`config.mk`:
```
export PLATFORM = sky130hd
export DESIGN_NAME = indexed_stack_list_core
export DESIGN_NICKNAME = d
export VERILOG_FILES = /design/src/sv/isl_pkg.sv /design/src/sv/isl_ctrl.sv /design/src/sv/isl_datapath.sv /design/src/sv/indexed_stack_list_core.sv
export SDC_FILE = /design/constraint.sdc
export NUM_CORES = 1
export LEC_CHECK = 0
export BUFFER_PORTS_ARGS = -buffer_cell sky130_fd_sc_hd__buf_2
export CORE_AREA = 2 2 243 341
export CTS_CLUSTER_SIZE = 30
export DETAILED_ROUTE_END_ITERATION = 10
export DIE_AREA = 0 0 245 343
export SYNTH_ARGS = -nofsm -noshare
export SYNTH_HDL_FRONTEND = slang
export SYNTH_SLANG_ARGS = --single-unit
```
`constraint.sdc`:
```
create_clock -name clk -period 11.92 [get_ports clk]
set_input_delay 0 -clock clk [delete_from_list [all_inputs] [get_ports clk]]
set_output_delay 0 -clock clk [all_outputs]
set_load 0.01 [all_outputs]
```
`src/sv/isl_pkg.sv`:
```
// ----------------------------------------------------------------------------
// isl_pkg
// Shared types, field widths, operation codes and controller/datapath command
// encodings for the indexed stack list.
// ----------------------------------------------------------------------------
`timescale 1ns / 1ps
`default_nettype none

package isl_pkg;

  localparam int DEPTH_DEF  = 16;
  localparam int DATA_W_DEF = 32;

  localparam int OP_W    = 3;
  localparam int IDX_W   = 5;
  localparam int IDX2_W  = 4;
  localparam int WORD_W  = 32;
  localparam int COUNT_W = 5;

  localparam logic [OP_W-1:0] OP_PUSH   = 3'd0;
  localparam logic [OP_W-1:0] OP_POP    = 3'd1;
  localparam logic [OP_W-1:0] OP_CLEAR  = 3'd2;
  localparam logic [OP_W-1:0] OP_INSERT = 3'd3;
  localparam logic [OP_W-1:0] OP_REMOVE = 3'd4;
  localparam logic [OP_W-1:0] OP_SWAP   = 3'd5;
  localparam logic [OP_W-1:0] OP_GET    = 3'd6;
  localparam logic [OP_W-1:0] OP_UPDATE = 3'd7;

  // read address select
  localparam logic [1:0] RA_IDX    = 2'd0;
  localparam logic [1:0] RA_IDX2   = 2'd1;
  localparam logic [1:0] RA_PTR_DN = 2'd2;
  localparam logic [1:0] RA_PTR_UP = 2'd3;

  // write address and data select
  localparam logic [2:0] WA_FILL_DATA = 3'd0;
  localparam logic [2:0] WA_PTR_RD    = 3'd1;
  localparam logic [2:0] WA_IDX_DATA  = 3'd2;
  localparam logic [2:0] WA_IDX_RD    = 3'd3;
  localparam logic [2:0] WA_IDX2_TMP  = 3'd4;

  // pointer update
  localparam logic [2:0] PTR_HOLD = 3'd0;
  localparam logic [2:0] PTR_FILL = 3'd1;
  localparam logic [2:0] PTR_IDX  = 3'd2;
  localparam logic [2:0] PTR_DEC  = 3'd3;
  localparam logic [2:0] PTR_INC  = 3'd4;

  // fill update
  localparam logic [1:0] FILL_HOLD = 2'd0;
  localparam logic [1:0] FILL_INC  = 2'd1;
  localparam logic [1:0] FILL_DEC  = 2'd2;
  localparam logic [1:0] FILL_CLR  = 2'd3;

  typedef struct packed {
    logic [OP_W-1:0]   operation;
    logic [IDX_W-1:0]  index;
    logic [IDX2_W-1:0] second_index;
    logic [WORD_W-1:0] data_in;
  } request_t;

  typedef struct packed {
    logic               ok;
    logic [WORD_W-1:0]  data_out;
    logic [COUNT_W-1:0] count;
  } result_t;

  typedef struct packed {
    logic       load;
    logic       rd_en;
    logic [1:0] rd_sel;
    logic       wr_en;
    logic [2:0] wr_sel;
    logic [2:0] ptr_op;
    logic [1:0] fill_op;
    logic       tmp_ld;
    logic       finish;
    logic       finish_ok;
    logic       finish_rd;
  } cmd_t;

  typedef struct packed {
    logic [OP_W-1:0] op;
    logic            legal;
    logic            ptr_at_idx;
    logic            rem_last;
  } status_t;

endpackage

`default_nettype wire

```
`src/sv/isl_ctrl.sv`:
```
// ----------------------------------------------------------------------------
// isl_ctrl
// Request sequencer: decodes the latched request and steps the datapath
// through reads, writes and entry shifts.
// ----------------------------------------------------------------------------
`timescale 1ns / 1ps
`default_nettype none

module isl_ctrl (
  input  wire logic             clk,
  input  wire logic             rst,
  input  wire logic             start,
  output logic                  busy,
  input  wire isl_pkg::status_t status,
  output isl_pkg::cmd_t         cmd
);

  localparam logic [3:0] S_IDLE    = 4'd0;
  localparam logic [3:0] S_DECODE  = 4'd1;
  localparam logic [3:0] S_GET_OUT = 4'd2;
  localparam logic [3:0] S_INS_CHK = 4'd3;
  localparam logic [3:0] S_INS_WR  = 4'd4;
  localparam logic [3:0] S_REM_CHK = 4'd5;
  localparam logic [3:0] S_REM_WR  = 4'd6;
  localparam logic [3:0] S_SWP_RB  = 4'd7;
  localparam logic [3:0] S_SWP_WA  = 4'd8;
  localparam logic [3:0] S_SWP_WB  = 4'd9;

  logic [3:0] state;
  logic [3:0] state_next;

  always_ff @(posedge clk) begin
    if (rst) begin
      state <= S_IDLE;
    end else begin
      state <= state_next;
    end
  end

  assign busy = (state != S_IDLE);

  always_comb begin
    cmd        = '0;
    state_next = state;
    case (state)
      S_IDLE: begin
        if (start) begin
          cmd.load   = 1'b1;
          state_next = S_DECODE;
        end
      end
      S_DECODE: begin
        if (!status.legal) begin
          cmd.finish = 1'b1;
          state_next = S_IDLE;
        end else begin
          case (status.op)
            isl_pkg::OP_PUSH: begin
              cmd.wr_en     = 1'b1;
              cmd.wr_sel    = isl_pkg::WA_FILL_DATA;
              cmd.fill_op   = isl_pkg::FILL_INC;
              cmd.finish    = 1'b1;
              cmd.finish_ok = 1'b1;
              state_next    = S_IDLE;
            end
            isl_pkg::OP_POP: begin
              cmd.fill_op   = isl_pkg::FILL_DEC;
              cmd.finish    = 1'b1;
              cmd.finish_ok = 1'b1;
              state_next    = S_IDLE;
            end
            isl_pkg::OP_CLEAR: begin
              cmd.fill_op   = isl_pkg::FILL_CLR;
              cmd.finish    = 1'b1;
              cmd.finish_ok = 1'b1;
              state_next    = S_IDLE;
            end
            isl_pkg::OP_INSERT: begin
              cmd.ptr_op = isl_pkg::PTR_FILL;
              state_next = S_INS_CHK;
            end
            isl_pkg::OP_REMOVE: begin
              cmd.ptr_op = isl_pkg::PTR_IDX;
              state_next = S_REM_CHK;
            end
            isl_pkg::OP_SWAP: begin
              cmd.rd_en  = 1'b1;
              cmd.rd_sel = isl_pkg::RA_IDX;
              state_next = S_SWP_RB;
            end
            isl_pkg::OP_GET: begin
              cmd.rd_en  = 1'b1;
              cmd.rd_sel = isl_pkg::RA_IDX;
              state_next = S_GET_OUT;
            end
            default: begin
              cmd.wr_en     = 1'b1;
              cmd.wr_sel    = isl_pkg::WA_IDX_DATA;
              cmd.finish    = 1'b1;
              cmd.finish_ok = 1'b1;
              state_next    = S_IDLE;
            end
          endcase
        end
      end
      S_GET_OUT: begin
        cmd.finish    = 1'b1;
        cmd.finish_ok = 1'b1;
        cmd.finish_rd = 1'b1;
        state_next    = S_IDLE;
      end
      S_INS_CHK: begin
        if (status.ptr_at_idx) begin
          cmd.wr_en     = 1'b1;
          cmd.wr_sel    = isl_pkg::WA_IDX_DATA;
          cmd.fill_op   = isl_pkg::FILL_INC;
          cmd.finish    = 1'b1;
          cmd.finish_ok = 1'b1;
          state_next    = S_IDLE;
        end else begin
          cmd.rd_en  = 1'b1;
          cmd.rd_sel = isl_pkg::RA_PTR_DN;
          state_next = S_INS_WR;
        end
      end
      S_INS_WR: begin
        cmd.wr_en  = 1'b1;
        cmd.wr_sel = isl_pkg::WA_PTR_RD;
        cmd.ptr_op = isl_pkg::PTR_DEC;
        state_next = S_INS_CHK;
      end
      S_REM_CHK: begin
        if (status.rem_last) begin
          cmd.fill_op   = isl_pkg::FILL_DEC;
          cmd.finish    = 1'b1;
          cmd.finish_ok = 1'b1;
          state_next    = S_IDLE;
        end else begin
          cmd.rd_en  = 1'b1;
          cmd.rd_sel = isl_pkg::RA_PTR_UP;
          state_next = S_REM_WR;
        end
      end
      S_REM_WR: begin
        cmd.wr_en  = 1'b1;
        cmd.wr_sel = isl_pkg::WA_PTR_RD;
        cmd.ptr_op = isl_pkg::PTR_INC;
        state_next = S_REM_CHK;
      end
      S_SWP_RB: begin
        cmd.rd_en  = 1'b1;
        cmd.rd_sel = isl_pkg::RA_IDX2;
        cmd.tmp_ld = 1'b1;
        state_next = S_SWP_WA;
      end
      S_SWP_WA: begin
        cmd.wr_en  = 1'b1;
        cmd.wr_sel = isl_pkg::WA_IDX_RD;
        state_next = S_SWP_WB;
      end
      S_SWP_WB: begin
        cmd.wr_en     = 1'b1;
        cmd.wr_sel    = isl_pkg::WA_IDX2_TMP;
        cmd.finish    = 1'b1;
        cmd.finish_ok = 1'b1;
        state_next    = S_IDLE;
      end
      default: begin
        state_next = S_IDLE;
      end
    endcase
  end

endmodule

`default_nettype wire

```
`src/sv/isl_datapath.sv`:
```
// ----------------------------------------------------------------------------
// isl_datapath
// Entry memory, fill count, shift pointer, request latch and result register
// for the indexed stack list.
// ----------------------------------------------------------------------------
`timescale 1ns / 1ps
`default_nettype none

module isl_datapath #(
  parameter int DEPTH  = isl_pkg::DEPTH_DEF,
  parameter int DATA_W = isl_pkg::DATA_W_DEF
) (
  input  wire logic              clk,
  input  wire logic              rst,
  input  wire isl_pkg::request_t request,
  input  wire isl_pkg::cmd_t     cmd,
  output isl_pkg::status_t       status,
  output logic                   done,
  output isl_pkg::result_t       result
);

  localparam int AW   = $clog2(DEPTH);
  localparam int CW   = $clog2(DEPTH + 1);
  localparam int CMPW = (CW > isl_pkg::IDX_W) ? CW : isl_pkg::IDX_W;

  logic [DATA_W-1:0] mem [DEPTH];

  logic [isl_pkg::OP_W-1:0]   op;
  logic [isl_pkg::IDX_W-1:0]  idx;
  logic [isl_pkg::IDX2_W-1:0] idx2;
  logic [DATA_W-1:0]          data;
  logic [DATA_W-1:0]          rdata;
  logic [DATA_W-1:0]          tmp;
  logic [CW-1:0]              fill;
  logic [CW-1:0]              fill_next;
  logic [CW-1:0]              ptr;
  logic [CW-1:0]              ptr_dn;
  logic [CW-1:0]              ptr_up;

  logic [CMPW-1:0]   idx_x;
  logic [CMPW-1:0]   idx2_x;
  logic [CMPW-1:0]   fill_x;
  logic              not_full;
  logic              not_empty;
  logic              idx_in;
  logic              idx2_in;
  logic              legal;
  logic [AW-1:0]     raddr;
  logic [AW-1:0]     waddr;
  logic [DATA_W-1:0] wdata;

  assign idx_x     = CMPW'(idx);
  assign idx2_x    = CMPW'(idx2);
  assign fill_x    = CMPW'(fill);
  assign not_full  = (fill < CW'(DEPTH));
  assign not_empty = (fill != '0);
  assign idx_in    = (idx_x < fill_x);
  assign idx2_in   = (idx2_x < fill_x);
  assign ptr_dn    = ptr - CW'(1);
  assign ptr_up    = ptr + CW'(1);

  always_comb begin
    case (op)
      isl_pkg::OP_PUSH:   legal = not_full;
      isl_pkg::OP_POP:    legal = not_empty;
      isl_pkg::OP_CLEAR:  legal = 1'b1;
      isl_pkg::OP_INSERT: legal = (idx_x <= fill_x) && not_full;
      isl_pkg::OP_SWAP:   legal = idx_in && idx2_in;
      default:            legal = idx_in;
    endcase
  end

  assign status.legal      = legal;
  assign status.op         = op;
  assign status.ptr_at_idx = (CMPW'(ptr) == idx_x);
  assign status.rem_last   = (ptr_up >= fill);

  always_comb begin
    case (cmd.rd_sel)
      isl_pkg::RA_IDX:    raddr = idx_x[AW-1:0];
      isl_pkg::RA_IDX2:   raddr = idx2_x[AW-1:0];
      isl_pkg::RA_PTR_DN: raddr = ptr_dn[AW-1:0];
      default:            raddr = ptr_up[AW-1:0];
    endcase
  end

  always_comb begin
    case (cmd.wr_sel)
      isl_pkg::WA_FILL_DATA: begin
        waddr = fill[AW-1:0];
        wdata = data;
      end
      isl_pkg::WA_PTR_RD: begin
        waddr = ptr[AW-1:0];
        wdata = rdata;
      end
      isl_pkg::WA_IDX_DATA: begin
        waddr = idx_x[AW-1:0];
        wdata = data;
      end
      isl_pkg::WA_IDX_RD: begin
        waddr = idx_x[AW-1:0];
        wdata = rdata;
      end
      isl_pkg::WA_IDX2_TMP: begin
        waddr = idx2_x[AW-1:0];
        wdata = tmp;
      end
      default: begin
        waddr = '0;
        wdata = '0;
      end
    endcase
  end

  always_comb begin
    case (cmd.fill_op)
      isl_pkg::FILL_INC: fill_next = fill + CW'(1);
      isl_pkg::FILL_DEC: fill_next = fill - CW'(1);
      isl_pkg::FILL_CLR: fill_next = '0;
      default:           fill_next = fill;
    endcase
  end

  always_ff @(posedge clk) begin
    if (cmd.wr_en) begin
      mem[waddr] <= wdata;
    end
    if (cmd.rd_en) begin
      rdata <= mem[raddr];
    end
  end

  always_ff @(posedge clk) begin
    if (rst) begin
      fill <= '0;
      done <= 1'b0;
    end else begin
      fill <= fill_next;
      done <= cmd.finish;
    end
  end

  always_ff @(posedge clk) begin
    if (cmd.load) begin
      op   <= request.operation;
      idx  <= request.index;
      idx2 <= request.second_index;
      data <= DATA_W'(request.data_in);
    end
    if (cmd.tmp_ld) begin
      tmp <= rdata;
    end
    case (cmd.ptr_op)
      isl_pkg::PTR_FILL: ptr <= fill;
      isl_pkg::PTR_IDX:  ptr <= idx_x[CW-1:0];
      isl_pkg::PTR_DEC:  ptr <= ptr_dn;
      isl_pkg::PTR_INC:  ptr <= ptr_up;
      default:           ptr <= ptr;
    endcase
    if (cmd.finish) begin
      result.ok       <= cmd.finish_ok;
      result.data_out <= cmd.finish_rd ? isl_pkg::WORD_W'(rdata) : '0;
      result.count    <= isl_pkg::COUNT_W'(fill_next);
    end
  end

endmodule

`default_nettype wire

```
`src/sv/indexed_stack_list_core.sv`:
```
// ----------------------------------------------------------------------------
// indexed_stack_list_core
// Bounded ordered list with a stack on top: push, pop, clear, insert, remove,
// swap, get and update on a single-port entry memory.
// ----------------------------------------------------------------------------
// A request is taken when start is high and busy is low; its result appears
// on result for exactly one cycle with done high and cannot be held off, so
// the receiver must take it then. Push, pop, clear, update and any rejected
// request finish in the decode state; get adds an output state, and swap
// reads both entries, then writes each into the other's place. Insert and
// remove walk the single-port entry memory one entry at a time, a read then
// a write per entry; insert moves count - index entries, remove count - index - 1.
`timescale 1ns / 1ps
`default_nettype none

module indexed_stack_list_core #(
  parameter int DEPTH  = isl_pkg::DEPTH_DEF,
  parameter int DATA_W = isl_pkg::DATA_W_DEF
) (
  input  wire logic              clk,
  input  wire logic              rst,
  input  wire logic              start,
  output logic                   busy,
  input  wire isl_pkg::request_t request,
  output logic                   done,
  output isl_pkg::result_t       result
);

  isl_pkg::cmd_t    cmd;
  isl_pkg::status_t status;

  isl_ctrl u_ctrl (
    .clk    (clk),
    .rst    (rst),
    .start  (start),
    .busy   (busy),
    .status (status),
    .cmd    (cmd)
  );

  isl_datapath #(
    .DEPTH  (DEPTH),
    .DATA_W (DATA_W)
  ) u_datapath (
    .clk     (clk),
    .rst     (rst),
    .request (request),
    .cmd     (cmd),
    .status  (status),
    .done    (done),
    .result  (result)
  );

endmodule

`default_nettype wire
```
=== Word-level counts from Yosys, hierarchy flattened ===
Memories as Yosys holds them, arrays and structs flattened. A register that Yosys moved wholly into a read port is not among the register bits.
Index checks and enable logic that the tools add are counted.

* Register bits after elaboration: 129
* Output and inout bits: 40
* Memories kept: 1
* Bits in writable memories: 512
* Bits of input ports: 47

{| class="wikitable"
|+ Memories
! memory !! words !! bits a word !! rd ports !! clocked after Yosys merged registers in !! write ports !! line !! text
|-
| u_datapath.mem || 16 || 32 || 1 || 1 || 1 || isl_datapath.sv:26 || <nowiki>logic [DATA_W-1:0] mem [DEPTH];</nowiki>
|}

* Equality and inequality tests: 30
* $add $sub $neg: 4
* Muxes and demuxes: 38
* Magnitude comparators: 5
* Reduce and logical (&&, ||, !) cells: 17

{| class="wikitable"
|+ Operators with widths
! cell !! count
|-
| $pmux W32 S3 || 1
|-
| $pmux W4 S8 || 1
|-
| $pmux W3 S4 || 2
|-
| $pmux W4 S5 || 1
|-
| $pmux W5 S4 || 1
|-
| $eq A3 B2 Y1 const B || 6
|-
| $mux W3 || 6
|-
| $eq A4 B3 Y1 const B || 4
|-
| $pmux W4 S4 || 1
|-
| $eq A3 B3 Y1 const B || 5
|-
| $pmux W5 S3 || 1
|-
| $mux W12 || 1
|-
| $pmux W2 S3 || 2
|-
| $pmux W4 S3 || 1
|-
| $reduce_or A2 Y1 || 6
|-
| $add A5 B1 Y5 const B || 2
|-
| $sub A5 B1 Y5 const B || 2
|-
| $eq A3 B1 Y1 const B || 3
|-
| $mux W1 || 9
|-
| $pmux W3 S3 || 1
|-
| $eq A4 B2 Y1 const B || 2
|-
| $eq A4 B4 Y1 const B || 2
|-
| $mux W2 || 4
|-
| $mux W4 || 2
|-
| 22 further kinds || 28
|}

=== Logic depth before layout (Yosys ltp) ===
Gate-level depths: netlist of run 1.

* Depth after elaboration: 8
* Depth in mapped cells: 21
* Gate-level depth less buffers: 21

=== By module ===
From an unflattened synthesis of run 1, not the netlist that was laid out.

* Cell total of the unflattened synthesis: 1955
* Area total of the unflattened synthesis: 27380.0 um2

{| class="wikitable"
|+ Modules (own cells, without submodules)
! module !! area each (um2) !! cells each !! instances !! seq. area each (um2)
|-
| isl_datapath || 26778.2 || 1870 || 1 || 20029.2
|-
| isl_ctrl || 601.8 || 85 || 1 || 80.1
|}

=== Worst setup path after synthesis of run 1 ===
OpenSTA, ideal clock, no wires.

* Path type: flip-flop to flip-flop
* Start point: register u_datapath.idx[2] in the netlist's numbering
* End point: register u_datapath.result[0] (netlist name)
* Data arrival time: 4.342 ns
* Setup slack: 7.091 ns
* Stages on the path, launching flop included: 9
* Setup time: 0.488 ns
* Clock period less this slack: 4.829 ns
* Buffers on the path: 0
* Path through: edfxtp_1 -> ha_1 -> and3_1 -> a221o_1 -> a21oi_1 -> o21bai_1 -> o21bai_1 -> a21oi_1 -> o21ai_0

{| class="wikitable"
|+ RTL lines
! what !! line !! text
|-
| start: declaration || isl_datapath.sv:29 || <nowiki>logic [isl_pkg::IDX_W-1:0] idx;</nowiki>
|-
| start signal: assignment || isl_datapath.sv:147 || <nowiki>idx <= request.index;</nowiki>
|}

=== Final worst setup path of run 1 ===
* Start point: register u_datapath.ptr[0]
* End point: register u_datapath.rdata[10] (read register of u_datapath.mem), data pin

* Longest elaborated chain between the ends: 6
* Elaborated cells on any way between the ends: 11
* Classes of those cells: 2 x add/sub; 1 x order compare; 3 x eq/ne; 4 x mux; 1 x reduce/logical

{| class="wikitable"
|+ RTL lines
! what !! line !! text
|-
| start: declaration || isl_datapath.sv:36 || <nowiki>logic [CW-1:0] ptr;</nowiki>
|-
| start signal: assignment || isl_datapath.sv:155 || <nowiki>isl_pkg::PTR_FILL: ptr <= fill;</nowiki>
|-
| start signal: assignment || isl_datapath.sv:156 || <nowiki>isl_pkg::PTR_IDX: ptr <= idx_x[CW-1:0];</nowiki>
|-
| start signal: assignment || isl_datapath.sv:157 || <nowiki>isl_pkg::PTR_DEC: ptr <= ptr_dn;</nowiki>
|-
| $add A5 B1 Y5 || isl_datapath.sv:60 || <nowiki>assign ptr_up = ptr + CW'(1);</nowiki>
|-
| $ge A5 B5 Y1 || isl_datapath.sv:76 || <nowiki>assign status.rem_last = (ptr_up >= fill);</nowiki>
|-
| $mux W3 || isl_ctrl.sv:133 || <nowiki>if (status.rem_last) begin</nowiki>
|-
| $pmux W3 S4 || isl_ctrl.sv:45 || <nowiki>case (state)</nowiki>
|-
| $eq A2 B2 Y1, or another cell as far along || isl_datapath.sv:79 || <nowiki>case (cmd.rd_sel)</nowiki>
|-
| $pmux W4 S3 || isl_datapath.sv:79 ||
|-
| end: declaration || isl_datapath.sv:32 || <nowiki>logic [DATA_W-1:0] rdata;</nowiki>
|}

Parallel ways exist; a longest one is shown, timed or not.
A chain may end at the register's enable or synchronous reset.

==> impl_metrics.toml, run 1 <==
[timing]
layout_setup_ws_ps = 5910
slew-limit-headroom_pct = 26.6
min_period_ps = 6010
fin_crit_sh_pct = 50.4
rsz0062_at_grt = "no"
tightest_slew_ps = 1100
tns_ps = 0
clock_skew_ps = 21.1
hold_viol = 0
finalSetupViolations = 0
fmax_mhz = 166
slew_violations = 0

[detailed_routing]
wirelength_mm = 76.6
wl_per_cell_um = 24.8
drtIter0Drc = 1989
ant_nets = 0
drt-vias-per-instance = 5.78
drc_errors = 0
vias = 17900
first_pass_iters = 6

[logic_synthesis]
async_flop_share_pct = 0
seq_area_frac_synth_pct = 71.5
yosysTopAreaCellShare_pct = 70.8
synth_nets = 1980
ys_ff_latch = 673
synth_largest_area_cell = "edfxtp_1"
synth_area_mm2 = 0.0281
postSynthAreaPerCell_um2 = 14.7
yosys-top-cells-count = "663 x edfxtp_1, 118 x clkbuf_1, 101 x a31oi_1, 94 x nand2_1"
yosys-top-cells-area = "edfxtp_1 71%, a31oi_1 2.2%, mux2i_1 2.2%"
yosysMostFrequentCell = "edfxtp_1"
synth_cell_types = 68
ys.flop_type = "edfxtp_1"
synth-edff-count = 663
synth_warnings = 0
syn_inst = 1912

[cts]
cts_inserted_buffers = 56
path_clk_slew_ps = 70
ctsRootBufferMaster = "clkbuf_16"
cts_setup_buffers = 0
clockBufferDepth = 3
tritoncts = "done"
clk_latency_ps = 620
h-tree-depth = 2
cts_num_sinks = 673

[setup_path]
critical_path_class = "reg -> reg"
max_stage_delay_ps = 780
crit_chain = "ha_1 > xnor2_1 > inv_1 > ha_1 > a21oi_1 > o21ai_0 > o21ai_2 > o22a_4 > buf_4 > buf_4 > o21ai_0 > a32oi_1 > o211ai_2"
crit_fanout = 70
path_delay_family = "compound AO/OA/AOI/OAI gates"
crit_buf_inv = 3
crit_path_start_kind = "register"
critPathCaptureType = "register"
cpMaxStageDelayCell = "o21ai_2"
worstPathArrival_ps = 6340
required_ps = 12260

[floorplan]
fp.dieW_um = 245
fp.dieArea_mm2 = 0.0840
die_h_um = 343
pin_count = 87
row_count = 124
coreArea_mm2 = 0.0811
start_util_pct = 34.7

[final_layout]
drive_gt1_share_pct = 14.3
final_cells = 3091
syn_to_final_growth_pct = 14.0
nets = 2050
diodes = 0

[place]
gp_congestion = 0.899
dp_cells = 2950
hpwl_mm = 41.7
portBuffers = 86
pre_cts_ws_ps = 6050

[run_status]
status = "finished clean"

[global_routing]
antenna_found_initial = 0
overflow = 0
grt_pass1_vias = 18000
grt_start_max_net_pins = 79
grt_use_total_pct = 17.8
grt_pass1_wl_mm = 114

[pwr]
peakVddDrop_mv = 0.114
power.density_mw_per_mm2 = 156
p_leak_nw = 10.5

[flow_run]
drv_cap = 0

[worst_hold_path]
hold_path_class = "in -> reg"
==> layer usage <==
layer	GRT usage, %	up-vias	share of wire, %
met5	0	-	0
met4	7.80	0	3.8
met3	1.90	169	6.6
met2	31.6	829	51
met1	22.0	9033	39
li1	-	7826	-
==> cells by family (layout without fill, tap and decap cells) <==
group	Yosys count	after routing	synth area share (%)
adders and majority gates	21	21	0.961
AOI/OAI and AO/OA	538	538	14.2
xor gates and xnor gates	16	16	0.552
and+or+nand+nor	355	355	6.77
DFF	673	673	71.5
muxes	67	67	2.40
buffers and inverters	242	350	3.64
==> final timing paths <==
| path | start | endpoint | slack [ps] | cells after the start |
|---|---|---|---|---|
| max | u_datapath.ptr[0]$_DFFE_PP_ | u_datapath.rdata[10]$_DFFE_PP_ | 5910 | 13 |
| min | start | u_ctrl.state[0]$_SDFFE_PP0P_ | 60 | 5 |
| max reg2reg | u_datapath.ptr[0]$_DFFE_PP_ | u_datapath.rdata[10]$_DFFE_PP_ | 5910 | 13 |
| min reg2reg | u_datapath.rdata[10]$_DFFE_PP_ | u_datapath.tmp[10]$_DFFE_PP_ | 470 | 0 |
==> cells in the final DEF, fill, tap and decap left out, types with 10 or more instances in the layout <==
cell type / synthesis / layout
inv_1: 79 / 79
nor2_1: 41 / 23
nand2b_1: 12 / 12
mux2i_1: 63 / 63
edfxtp_1: 663 / 663
a222oi_1: 32 / 32
a32oi_1: 31 / 31
nand2_1: 94 / 93
buf_4: 10 / 44
clkbuf_16: 0 / 56
a21oi_1: 77 / 77
and2_1: 40 / 40
a31oi_1: 101 / 101
buf_2: 24 / 86
a22o_1: 32 / 31
nand4_1: 64 / 64
dfxtp_1: 10 / 10
a221o_1: 40 / 40
o21ai_0: 79 / 78
o211ai_2: 28 / 28
nor4_1: 66 / 66
bufinv_16: 0 / 10
dlygate4sd3_1: 0 / 45
ha_1: 20 / 20
o31ai_1: 34 / 34
nor2_4: 0 / 16
o211ai_1: 41 / 41
==> worst min-delay path, stage by stage <==
cell      delay (ps)
buf_2            110
nor2_1            40
nor2_1            70
o311ai_0         220
a21oi_1          180
==> power by group <==
part | switching, W | internal (W) | total [W]
clock network | 0.000826 | 0.00108 | 0.00190
logic | 0.000285 | 0.000134 | 0.000419
registers | 0.0000259 | 0.00266 | 0.00269
==> metrics by stage <==
stage	power [W]	hold WS [ps]	util (%)	area (um2)
final	0.00501	60.1	39.5	32100
after global routing	0.00515	102	39.5	32100
after CTS	0.00504	46.8	39.5	32100
after detailed placement	0.00314	178	36.7	29800
after global placement	0.00313	178	36.7	29800
after floorplan	0.00300	69.1	-	28100
==> final cells by class <==
class                           count  area, um2
Clock inverter                     31        427
Sequential cell                   673      20100
Tap cell                         1071       1340
Fill cell                        7290      49100
Multi-Input combinational cell    997       7250
Inverter                           79        297
Timing Repair Buffer              175       1210
Clock buffer                       65       1440
==> flip-flops by register name, indices dropped and copies added, names as in the netlist, 5 cells and up <==
name and flops:
u_datapath.ptr 5, u_datapath.rdata 32, u_datapath.data 32, u_datapath.idx 5, u_datapath.tmp 32, u_datapath.result 38, u_datapath.mem 512, u_datapath.fill 5
==> timing repair <==
item | 4_1_cts | 5_1_grt
hold endpoints to repair | 54 | 0
setup endpoints to repair | 0 | 0
resized for setup | 0 | 0
hold buffers | 45 | 0
(Power assumes the default switching activity.)
==> run 2, diff against run 1 <==
clock period = 6.2 ns   (was 11.92 ns; I/O delays follow)
==> impl_metrics.toml, run 2 (same netlist as run 1, synthesis figures left out) <==
[run_status]
status = "finished clean"

[global_routing]
antenna_found_initial = 0
grt_use_total_pct = 17.7
grt_pass1_wl_mm = 113
overflow = 0
grt_pass1_vias = 17700
grt_start_max_net_pins = 97

[cts]
path_clk_slew_ps = 70
ctsRootBufferMaster = "clkbuf_16"
cts_num_sinks = 673
clockBufferDepth = 3
clk_latency_ps = 610
tritoncts = "done"
h-tree-depth = 2
cts_setup_buffers = 0
cts_inserted_buffers = 56

[pwr]
p_leak_nw = 10.4
peakVddDrop_mv = 0.253
power.density_mw_per_mm2 = 292

[timing]
finalSetupViolations = 0
tightest_slew_ps = 1150
slew-limit-headroom_pct = 22.9
fmax_mhz = 203
layout_setup_ws_ps = 1280
rsz0062_at_grt = "no"
min_period_ps = 4920
hold_viol = 0
fin_crit_sh_pct = 79.4
slew_violations = 0
tns_ps = 0
clock_skew_ps = 19.1
whs_ps = 98.9

[setup_path]
crit_fanout = 16
r2r-start = "u_datapath.ptr[0]$_DFFE_PP_"
worstPathArrival_ps = 5260
crit_start = "u_datapath.ptr[0]$_DFFE_PP_"
rr_worst_depth = 13
critical_path_class = "reg -> reg"
regToRegSetupSlack_ps = 1280
crit_chain = "ha_1 > xnor2_1 > inv_1 > ha_1 > a21oi_1 > o21ai_0 > o21ai_2 > buf_4 > a221o_1 > buf_4 > a31oi_1 > a32oi_1 > o211ai_2"
crit_path_start_kind = "register"
max_stage_delay_ps = 900
cpMaxStageDelayCell = "a221o_1"
worst_r2r_endpoint = "u_datapath.rdata[16]$_DFFE_PP_"
critPathCaptureType = "register"
required_ps = 6530
endpoint = "u_datapath.rdata[16]$_DFFE_PP_"

[final_layout]
final_core_util_pct = 39.5
top_register = "u_datapath.mem"
final_common_cell = "edfxtp_1"
syn_to_final_growth_pct = 13.9
drive_gt1_share_pct = 14.2
nets = 2055
largest_reg_flops = 512
mostFrequentLayoutCells = "663 x edfxtp_1, 101 x a31oi_1, 93 x nand2_1"
largestRegisters = "u_datapath.mem: 512 flops, u_datapath.result: 38 flops"
nFillCells = 7384
diodes = 0

[detailed_routing]
drt-vias-per-instance = 5.72
ant_nets = 0
drc_errors = 0
first_pass_iters = 6
wl_per_cell_um = 24.5
drtIter0Drc = 1863
wirelength_mm = 76.1
vias = 17700

[worst_hold_path]
hold_path_class = "in -> reg"
hp-start = "request[29]"

[floorplan]
start_util_pct = 34.7
coreArea_mm2 = 0.0811
fp.dieW_um = 245
row_count = 124
die_h_um = 343
fp.dieArea_mm2 = 0.0840
pin_count = 87

[place]
gp_congestion = 0.856
portBuffers = 86
hpwl_mm = 44.1
pre_cts_ws_ps = 1360

[flow_run]
drv_cap = 0
[run 2: metal layers]
metal / up-vias / GRT usage, % / wire length (um)
li1: 7830 / - / -
met4: 0 / 8.02 / 3290
met3: 180 / 1.83 / 4580
met2: 806 / 31.6 / 38900
met1: 8920 / 21.6 / 29300
met5: - / 0 / 0
[run 2: power by group]
group / total [W] / switching (W) / internal, W
clock: 0.00338 / 0.00158 / 0.00180
combinational: 0.000820 / 0.000553 / 0.000268
sequential: 0.00516 / 0.0000469 / 0.00512
total: 0.00936 / 0.00218 / 0.00719
[run 2: how the worst min path moves through the flow]
stage | endpoint | slack (ps) | cells after the start
2_1_floorplan | u_ctrl.state[3]$_SDFFE_PP0P_ | 70 | 1
3_5_place_dp | u_datapath.data[25]$_DFFE_PP_ | 180 | 1
4_1_cts | u_datapath.data[29]$_DFFE_PP_ | 70 | 2
3_3_place_gp | u_datapath.data[25]$_DFFE_PP_ | 180 | 1
5_1_grt | u_datapath.data[29]$_DFFE_PP_ | 90 | 2
6_report | u_datapath.data[29]$_DFFE_PP_ | 100 | 2
[run 2: worst max-delay path, delay by kind of cell (launching register included)]
kind                     cells  cell delay (ps)
AO/OA/AOI/OAI                7             2230
buffers and inverters        3              830
adder cells (fa/ha/maj)      2              670
flip-flops                   1              600
XOR/XNOR                     1              300
[run 2: layout make-up]
cell class | count | area (um2) | share of cell area (%)
clock buffer | 72 | 1470 | 4.59
clock inverter | 30 | 235 | 0.735
sequential | 673 | 20100 | 62.8
tap | 1071 | 1340 | 4.18
timing repair buffer | 180 | 1330 | 4.14
inverter | 79 | 297 | 0.926
multi-input combinational | 997 | 7250 | 22.6
[run 2: repair_timing]
item	CTS	global route
gates resized for setup	0	0
hold endpoints to repair	54	0
hold buffers	46	0
[run 2: through the flow]
stage,std cells,power (W),cell area (um2)
3_5_place_dp,2954,0.00606,29900
5_1_grt,3102,0.00963,32000
4_1_cts,3102,0.00942,32000
6_report,3102,0.00936,32000
3_3_place_gp,2954,0.00604,29900
2_1_floorplan,1912,0.00577,28100
==> run 3, diff against run 2 <==
clock period = 4.1 ns   (was 6.2 ns; I/O delays follow)
==> impl_metrics.toml, run 3 (same netlist as run 1, synthesis figures left out) <==
[run_status]
status = "finished clean"

[final_layout]
largest_reg_flops = 512
nets = 2126
syn_to_final_growth_pct = 17.8
final_common_cell = "edfxtp_1"
nFillCells = 7271
top_register = "u_datapath.mem"
largestRegisters = "u_datapath.mem: 512 flops, u_datapath.result: 38 flops"
final_cells = 3174
diodes = 0
final_core_util_pct = 40.8
mostFrequentLayoutCells = "663 x edfxtp_1, 101 x a31oi_1, 93 x nand2_1"
drive_gt1_share_pct = 17.7

[cts]
path_clk_slew_ps = 70
ctsRootBufferMaster = "clkbuf_16"
cts_num_sinks = 673
h-tree-depth = 2
clk_latency_ps = 620
tritoncts = "done"
clockBufferDepth = 3
cts_inserted_buffers = 57

[pwr]
p_leak_nw = 11.0
power.density_mw_per_mm2 = 442
peakVddDrop_mv = 0.312

[timing]
tightest_slew_ps = 900
clock_skew_ps = 27.0
fmax_mhz = 252
finalSetupViolations = 0
min_period_ps = 3970
slew_violations = 0
fin_crit_sh_pct = 96.8
hold_viol = 0
slew-limit-headroom_pct = 39.8

[global_routing]
grt_use_total_pct = 17.5
grt_start_max_net_pins = 130
antenna_found_initial = 0
overflow = 0
grt_pass1_wl_mm = 113
grt_pass1_vias = 17800

[setup_path]
worst_r2r_endpoint = "u_datapath.fill[4]$_SDFF_PP0_"
required_ps = 4650
critical_path_class = "reg -> reg"
crit_path_start_kind = "register"
regToRegSetupSlack_ps = 130
r2r-start = "u_datapath.fill[1]$_SDFF_PP0_"
critPathCaptureType = "register"
rr_worst_depth = 20
worstPathArrival_ps = 4520
crit_fanout = 3

[worst_hold_path]
min_path_cells = 2
whs_endpoint = "u_datapath.data[26]$_DFFE_PP_"
hp-start = "request[26]"
hold_path_class = "in -> reg"

[place]
hpwl_mm = 44.6
dp_cells = 3022
portBuffers = 86
gp_congestion = 0.901

[detailed_routing]
drt-vias-per-instance = 5.64
drtIter0Drc = 1923
first_pass_iters = 6
vias = 17900
drc_errors = 0
wirelength_mm = 75.3
ant_nets = 0
wl_per_cell_um = 23.7

[floorplan]
die_h_um = 343
fp.dieW_um = 245
fp.dieArea_mm2 = 0.0840
pin_count = 87
start_util_pct = 34.7
coreArea_mm2 = 0.0811
row_count = 124

[flow_run]
drv_cap = 0
## run 3: layout make-up
class	count	area (um2)	share of cell area, %
Sequential cell	673	20100	60.7
Inverter	79	297	0.895
Multi-Input combinational cell	997	7310	22.1
Tap cell	1071	1340	4.04
Clock buffer	69	1490	4.50
Clock inverter	35	382	1.15
Timing Repair Buffer	250	2210	6.68
## run 3: how the worst max path moves through the flow
stage                                  startpoint                             end  slack, ps  depth (start not counted)
finish              u_datapath.fill[1]$_SDFF_PP0_   u_datapath.fill[4]$_SDFF_PP0_        130                         20
global route          u_datapath.idx[1]$_DFFE_PP_   u_datapath.fill[4]$_SDFF_PP0_        -10                         19
CTS                   u_datapath.idx[1]$_DFFE_PP_   u_datapath.fill[4]$_SDFF_PP0_         30                         18
detailed placement    u_datapath.idx[1]$_DFFE_PP_   u_datapath.fill[4]$_SDFF_PP0_       -110                         18
global placement      u_datapath.idx[2]$_DFFE_PP_   u_datapath.fill[4]$_SDFF_PP0_        100                         19
floorplan           u_datapath.fill[1]$_SDFF_PP0_  u_datapath.mem[7][0]$_DFFE_PP_       -550                         10
## run 3: per-layer routing
metal / track usage, % / part of all wire, % / vias to the layer above
met5: 0 / 0 / -
met3: 1.80 / 5.8 / 137
met4: 6.52 / 3.2 / 0
li1: - / - / 7976
met1: 22.1 / 40 / 9027
met2: 31.1 / 51 / 746
## run 3: report_power, final
part | internal, W | total [W] | switching [W]
sequential | 0.00774 | 0.00780 | 0.0000591
combinational | 0.000466 | 0.00133 | 0.000867
clock | 0.00309 | 0.00552 | 0.00243
## run 3: worst max-delay path: stages (launching register included)
cell,delay (ps)
dfxtp_1,350
inv_1,70
ha_1,290
and3_1,200
a221o_1,370
a21oi_4,200
buf_4,150
o21bai_1,120
a2111oi_2,390
nor2_1,110
inv_1,70
ha_1,170
inv_1,80
fa_2,340
nand2b_4,150
nand2b_1,80
a21oi_1,80
xnor2_1,140
or3_1,340
o21ai_2,80
and2_1,130
## run 3: repair_timing
| action | 4_1_cts | 5_1_grt |
|---|---|---|
| endpoints found under the setup margin | 2 | 4 |
| pin swaps | 0 | 4 |
| hold buffers | 46 | 0 |
| endpoints found under the hold margin | 54 | 0 |
| resized for setup | 3 | 10 |
| buffers inserted | 0 | 2 |
## run 3: per-stage QoR
step	worst slack, ps	area, um2	setup TNS [ps]	hold WS [ps]	power [W]
final	133	33100	0	111	0.0147
after global routing	-13.5	33100	-13.5	101	0.0151
after floorplan	-555	28100	-175310	69.1	0.00873
after CTS	28.5	33100	0	78.5	0.0147
after global placement	98.5	30700	0	179	0.00920
after detailed placement	-106	30700	-171	178	0.00923
